File: src/rtl/gn2d_pkg.sv
package gn2d_pkg;

	localparam int COORD_BITS_DEF = 16;
	localparam int FRAC_BITS_DEF = 16;
	localparam int PIX_W = 16;
	localparam int CFG_W = 16;
	localparam int IDX_W = 2;
	localparam int MAXV_W = 8;
	localparam int CELL_W = 8;
	localparam int OUT_W = 24;
	localparam int GRAD_DIAG = 46341;
	localparam int GRAD_SHIFT = 16;
	localparam int QUEUE_DEPTH = 4;

	localparam logic [CFG_W-1:0] CELL_SIZE_RST = 16'd16;
	localparam logic [MAXV_W-1:0] MAX_VALUE_RST = 8'd255;
	localparam logic [CFG_W-1:0] SCALE_RST = 16'd256;

	typedef enum logic [IDX_W-1:0] {
		REG_CELL_SIZE = 2'd0,
		REG_MAX_VALUE = 2'd1,
		REG_SCALE     = 2'd2
	} reg_idx_t;

	typedef struct packed {
		logic [2:0] g00;
		logic [2:0] g10;
		logic [2:0] g01;
		logic [2:0] g11;
	} corner_t;

	localparam int CORNER_W = $bits(corner_t);

	localparam logic [7:0] PERM [256] = '{
		8'd151, 8'd160, 8'd137, 8'd91, 8'd90, 8'd15, 8'd131, 8'd13, 8'd201, 8'd95,
		8'd96, 8'd53, 8'd194, 8'd233, 8'd7, 8'd225, 8'd140, 8'd36, 8'd103, 8'd30,
		8'd69, 8'd142, 8'd8, 8'd99, 8'd37, 8'd240, 8'd21, 8'd10, 8'd23, 8'd190,
		8'd6, 8'd148, 8'd247, 8'd120, 8'd234, 8'd75, 8'd0, 8'd26, 8'd197, 8'd62,
		8'd94, 8'd252, 8'd219, 8'd203, 8'd117, 8'd35, 8'd11, 8'd32, 8'd57, 8'd177,
		8'd33, 8'd88, 8'd237, 8'd149, 8'd56, 8'd87, 8'd174, 8'd20, 8'd125, 8'd136,
		8'd171, 8'd168, 8'd68, 8'd175, 8'd74, 8'd165, 8'd71, 8'd134, 8'd139, 8'd48,
		8'd27, 8'd166, 8'd77, 8'd146, 8'd158, 8'd231, 8'd83, 8'd111, 8'd229, 8'd122,
		8'd60, 8'd211, 8'd133, 8'd230, 8'd220, 8'd105, 8'd92, 8'd41, 8'd55, 8'd46,
		8'd245, 8'd40, 8'd244, 8'd102, 8'd143, 8'd54, 8'd65, 8'd25, 8'd63, 8'd161,
		8'd1, 8'd216, 8'd80, 8'd73, 8'd209, 8'd76, 8'd132, 8'd187, 8'd208, 8'd89,
		8'd18, 8'd169, 8'd200, 8'd196, 8'd135, 8'd130, 8'd116, 8'd188, 8'd159, 8'd86,
		8'd164, 8'd100, 8'd109, 8'd198, 8'd173, 8'd186, 8'd3, 8'd64, 8'd52, 8'd217,
		8'd226, 8'd250, 8'd124, 8'd123, 8'd5, 8'd202, 8'd38, 8'd147, 8'd118, 8'd126,
		8'd255, 8'd82, 8'd85, 8'd212, 8'd207, 8'd206, 8'd59, 8'd227, 8'd47, 8'd16,
		8'd58, 8'd17, 8'd182, 8'd189, 8'd28, 8'd42, 8'd223, 8'd183, 8'd170, 8'd213,
		8'd119, 8'd248, 8'd152, 8'd2, 8'd44, 8'd154, 8'd163, 8'd70, 8'd221, 8'd153,
		8'd101, 8'd155, 8'd167, 8'd43, 8'd172, 8'd9, 8'd129, 8'd22, 8'd39, 8'd253,
		8'd19, 8'd98, 8'd108, 8'd110, 8'd79, 8'd113, 8'd224, 8'd232, 8'd178, 8'd185,
		8'd112, 8'd104, 8'd218, 8'd246, 8'd97, 8'd228, 8'd251, 8'd34, 8'd242, 8'd193,
		8'd238, 8'd210, 8'd144, 8'd12, 8'd191, 8'd179, 8'd162, 8'd241, 8'd81, 8'd51,
		8'd145, 8'd235, 8'd249, 8'd14, 8'd239, 8'd107, 8'd49, 8'd192, 8'd214, 8'd31,
		8'd181, 8'd199, 8'd106, 8'd157, 8'd184, 8'd84, 8'd204, 8'd176, 8'd115, 8'd121,
		8'd50, 8'd45, 8'd127, 8'd4, 8'd150, 8'd254, 8'd138, 8'd236, 8'd205, 8'd93,
		8'd222, 8'd114, 8'd67, 8'd29, 8'd24, 8'd72, 8'd243, 8'd141, 8'd128, 8'd195,
		8'd78, 8'd66, 8'd215, 8'd61, 8'd156, 8'd180
	};

endpackage

File: src/rtl/gn2d_queue.sv
module gn2d_queue #(
	parameter int W = 44
) (
	input  logic         clk,
	input  logic         arst_n,
	input  logic         push,
	input  logic [W-1:0] din,
	output logic         full,
	input  logic         pop,
	output logic [W-1:0] dout,
	output logic         empty
);

	localparam int D = gn2d_pkg::QUEUE_DEPTH;
	localparam int AW = $clog2(D);

	logic [W-1:0] mem_q [D];
	logic [AW-1:0] wr_q, rd_q;
	logic [AW:0] cnt_q;

	assign full = (cnt_q == (AW+1)'(D));
	assign empty = (cnt_q == '0);
	assign dout = mem_q[rd_q];

	always_ff @(posedge clk) begin
		if (push) begin
			mem_q[wr_q] <= din;
		end
	end

	always_ff @(posedge clk or negedge arst_n) begin
		if (!arst_n) begin
			wr_q <= '0;
			rd_q <= '0;
			cnt_q <= '0;
		end else begin
			if (push) begin
				wr_q <= wr_q + AW'(1);
			end
			if (pop) begin
				rd_q <= rd_q + AW'(1);
			end
			cnt_q <= cnt_q + (AW+1)'(push) - (AW+1)'(pop);
		end
	end

	a_no_overflow: assert property (@(posedge clk) disable iff (!arst_n) push |-> !full)
		else $error("request pushed into full queue");
	a_no_underflow: assert property (@(posedge clk) disable iff (!arst_n) pop |-> !empty)
		else $error("request popped from empty queue");
	a_cnt_range: assert property (@(posedge clk) disable iff (!arst_n)
		cnt_q <= (AW+1)'(D))
		else $error("queue count out of range");
	a_cnt_step: assert property (@(posedge clk) disable iff (!arst_n)
		(push && !pop) |=> cnt_q == $past(cnt_q) + (AW+1)'(1))
		else $error("queue count missed a push");

endmodule

File: config.mk
export PLATFORM = sky130hd
export DESIGN_NAME = gn2d_queue
export DESIGN_NICKNAME = d
export VERILOG_FILES = /design/src/rtl/gn2d_pkg.sv /design/src/rtl/gn2d_queue.sv
export SDC_FILE = /design/constraint.sdc
export NUM_CORES = 1
export LEC_CHECK = 0
export ABC_AREA = 1
export BUFFER_PORTS_ARGS = -buffer_cell sky130_fd_sc_hd__buf_4
export CORE_MARGIN = 2
export CORE_UTILIZATION = 40
export CTS_BUF_LIST = sky130_fd_sc_hd__clkbuf_8 sky130_fd_sc_hd__clkbuf_16
export DETAILED_ROUTE_END_ITERATION = 6
export GPL_TIMING_DRIVEN = 0
export HOLD_SLACK_MARGIN = 0.08
export PLACE_DENSITY_LB_ADDON = 0.08
export SETUP_SLACK_MARGIN = 0.15
export SLEW_MARGIN = 20
export SYNTH_ARGS = -nofsm -noshare
export SYNTH_HDL_FRONTEND = slang
export SYNTH_SLANG_ARGS = --single-unit
File: constraint.sdc
create_clock -name clk -period 2.4 [get_ports clk]
set_input_delay 0.48 -clock clk [delete_from_list [all_inputs] [get_ports clk]]
set_output_delay 0.48 -clock clk [all_outputs]
set_load 0.005 [all_outputs]
==> results_dict.tcl <==
set metrics [dict create \
    status "finished clean" \
    cts_buffers 17 \
    core_area_um2 19300 \
    relSlewSlack_pct 52.1 \
    rows 51 \
    whs_endpoint "mem_q[0][7]" \
    crit_path_end_kind "primary output" \
    crit_required_ns 1.92 \
    synth_top_area_cell "edfxtp_1" \
    ys_seq_area_share_pct 70.2 \
    grt_usage_pct 17.3 \
    grt_pass1_wl_um 26200 \
    startpoint_type "flip-flop" \
    synth_compound_area_share_pct 0.0643 \
    fin_util_pct 49.1 \
    powerDensity_nw_per_um2 1190 \
    path_class "flip-flop to primary output" \
    cts.sinks 183 \
    yosys.area_share.simple_pct 17.0 \
    grt_pass1_vias 4960 \
    start_util_pct 40.4 \
    clockBufferDepth 2 \
    setup_viol 0 \
    r2r_slack_ns 0.71 \
    port_buffers 93 \
    min_path_cells 1 \
    fin_worst_skew_ns 0.00597 \
    first_pass_iters 6 \
    timing.hold.ws_ns 0.248 \
    clk_pin_slew_ns 0.07 \
    worstReg2RegStart "wr_q[0]" \
    dp_hpwl_um 10200 \
    place_congestion 0.751 \
    synthAdderAreaFrac_pct 1.22 \
    num-nets-final 904 \
    die_h_um 143 \
    wirelength_um 17000 \
    hold_path.class "input pin to flip-flop" \
    antenna_cells 0 \
    min_period_ns 2.18 \
    tightest_slew_ns 0.718 \
    yosys.area.top_type_share_pct 67.9 \
    wl_per_cell_um 15.0 \
    fillCellCount 1787 \
    antenna_found_initial 0 \
    boundaryPins 94 \
    reg2regPathDepth 4 \
    finalWorstSetupSlack_ns 0.223 \
    slew_viol_final 0 \
    max_cap_viol_count 0 \
    clock_latency_ns 0.42 \
    hold_start "din[7]" \
    root_buffer "clkbuf_16" \
    syn-instance-count 735 \
    synth_area_um2 7780 \
    die-width_um 143 \
    synth.area.top_cells "edfxtp_1, nand2_1, inv_1" \
    drt-initial-drc-count 228 \
    htreeDepth 4 \
    viasPerCell 4.42 \
    cts_tree "done" \
    detail-route-antenna-nets 0 \
    vias 4983 \
    ys_types 16 \
    synthMuxAreaShare_pct 0 \
    path_max_fanout 10 \
    synthXorXnorAreaFrac_pct 0.338 \
    synth_top_family_by_area "simple AND/OR/NAND/NOR gates" \
    grt_setup_unrepaired "false" \
    post-place-ws_ns 0.432 \
    fin_crit_sh_pct 90.7 \
    ys_ff_latch 183 \
    drive_gt1_share_pct 18.2 \
    dieArea_um2 20600 \
    area_growth_pct 21.7 \
    arrival_ns 1.70 \
    syn_area_per_cell_um2 10.6 \
    syn-num-nets 790 \
    reg2reg_to "mem_q[2][19]" \
    grt_start_max_net_pins 45 \
    ir_drop_mv 0.670 \
    grt-ovfl-total 0 \
    hold_viol 0 \
    leakagePower_nw 4.42 \
    max_freq_mhz 459 \
    ys_warn_count 0 \
    drc_errors 0 \
]
[layer usage]
layer	global-route usage (%)	vias to the layer above	routed length [um]
met5	0	-	0
met4	6.60	0	263
met3	3.13	16	588
met2	30.3	90	8700
met1	21.4	2367	7400
li1	-	2510	-
[cells in the mapped netlist, drive strengths merged]
master and number:
nor3 1, o21ai 1, nand2 231, fa 1, ha 6, clkbuf 6
edfxtp 176, buf 23, dfrtp 7, nor2 1, nand3 89, xor2 3
inv 190
[registers in the layout, summed over array words and instances, names as in the netlist]
signal / flops
mem_q: 176
cnt_q: 3
rd_q: 2
wr_q: 2
[critical path: stages (launching register included)]
cell and delay [ns]:
dfrtp_1 0.36, buf_4 0.18, inv_8 0.09, buf_12 0.14, buf_12 0.14, nand2_1 0.05
nand3_1 0.07, nand2_1 0.09, buf_4 0.15
[how the worst max path moves through the flow]
stage	from	to	slack [ns]	cells after the start
6_report	rd_q[0]	dout[40]	0.22	8
5_1_grt	rd_q[0]	dout[25]	0.16	8
4_1_cts	rd_q[1]	dout[19]	0.11	6
3_5_place_dp	push	mem_q[3][14]	0.43	4
3_3_place_gp	push	mem_q[1][24]	-0.61	4
2_1_floorplan	push	mem_q[1][0]	0.37	3
[per-stage QoR]
stage,instances,TNS [ns],area [um2],power [W]
after floorplan,735,0,7780,0.00666
after global placement,1093,-104.07,8810,0.00860
after detailed placement,1093,0,8820,0.00868
after CTS,1126,0,9420,0.0114
after global routing,1127,0,9470,0.0120
final,1127,0,9470,0.0113
[area by class of cell]
cell class                      instances  area, um2  area share, %
Sequential cell                       183       5460           57.7
Multi-Input combinational cell        333       1450           15.3
Inverter                              190        733           7.74
Timing Repair Buffer                   95        716           7.56
Clock buffer                           17        425           4.49
Tap cell                              265        332           3.50
Buffer                                 29        224           2.37
Clock inverter                         15        131           1.39
[cell families after synthesis]
family / count (synthesis)
and+or+nand+nor: 322
buffers and inverters: 219
DFF: 183
adders and majority gates: 7
xor gates and xnor gates: 3
AOI/OAI and AO/OA: 1
[layout by cell type, fill, tap and decap left out]
cell / count
nor3_1: 1
clkinv_1: 2
inv_6: 1
bufinv_16: 1
buf_2: 6
nand2_1: 231
inv_1: 185
clkinv_4: 4
edfxtp_1: 176
fa_1: 1
buf_4: 103
clkbuf_16: 17
clkbuf_2: 5
dfrtp_1: 7
nor2_1: 1
inv_8: 2
clkbuf_1: 1
buf_12: 3
inv_4: 5
xor2_1: 3
clkinvlp_4: 4
o21ai_0: 1
ha_1: 6
clkbuf_4: 5
dlygate4sd3_1: 1
clkinv_2: 1
nand3_1: 89
[report_power, final]
group          switching (W)  internal (W)
Combinational        0.00258       0.00174
Clock                0.00119       0.00143
Sequential          0.000146       0.00419
[what timing repair did]
item	CTS	global route
endpoints found under the setup margin	42	40
hold endpoints to repair	7	0
setup buffers	0	1
hold buffers	1	0
gates resized for setup	14	16
No activity file was read; power rests on OpenSTA's default activity.
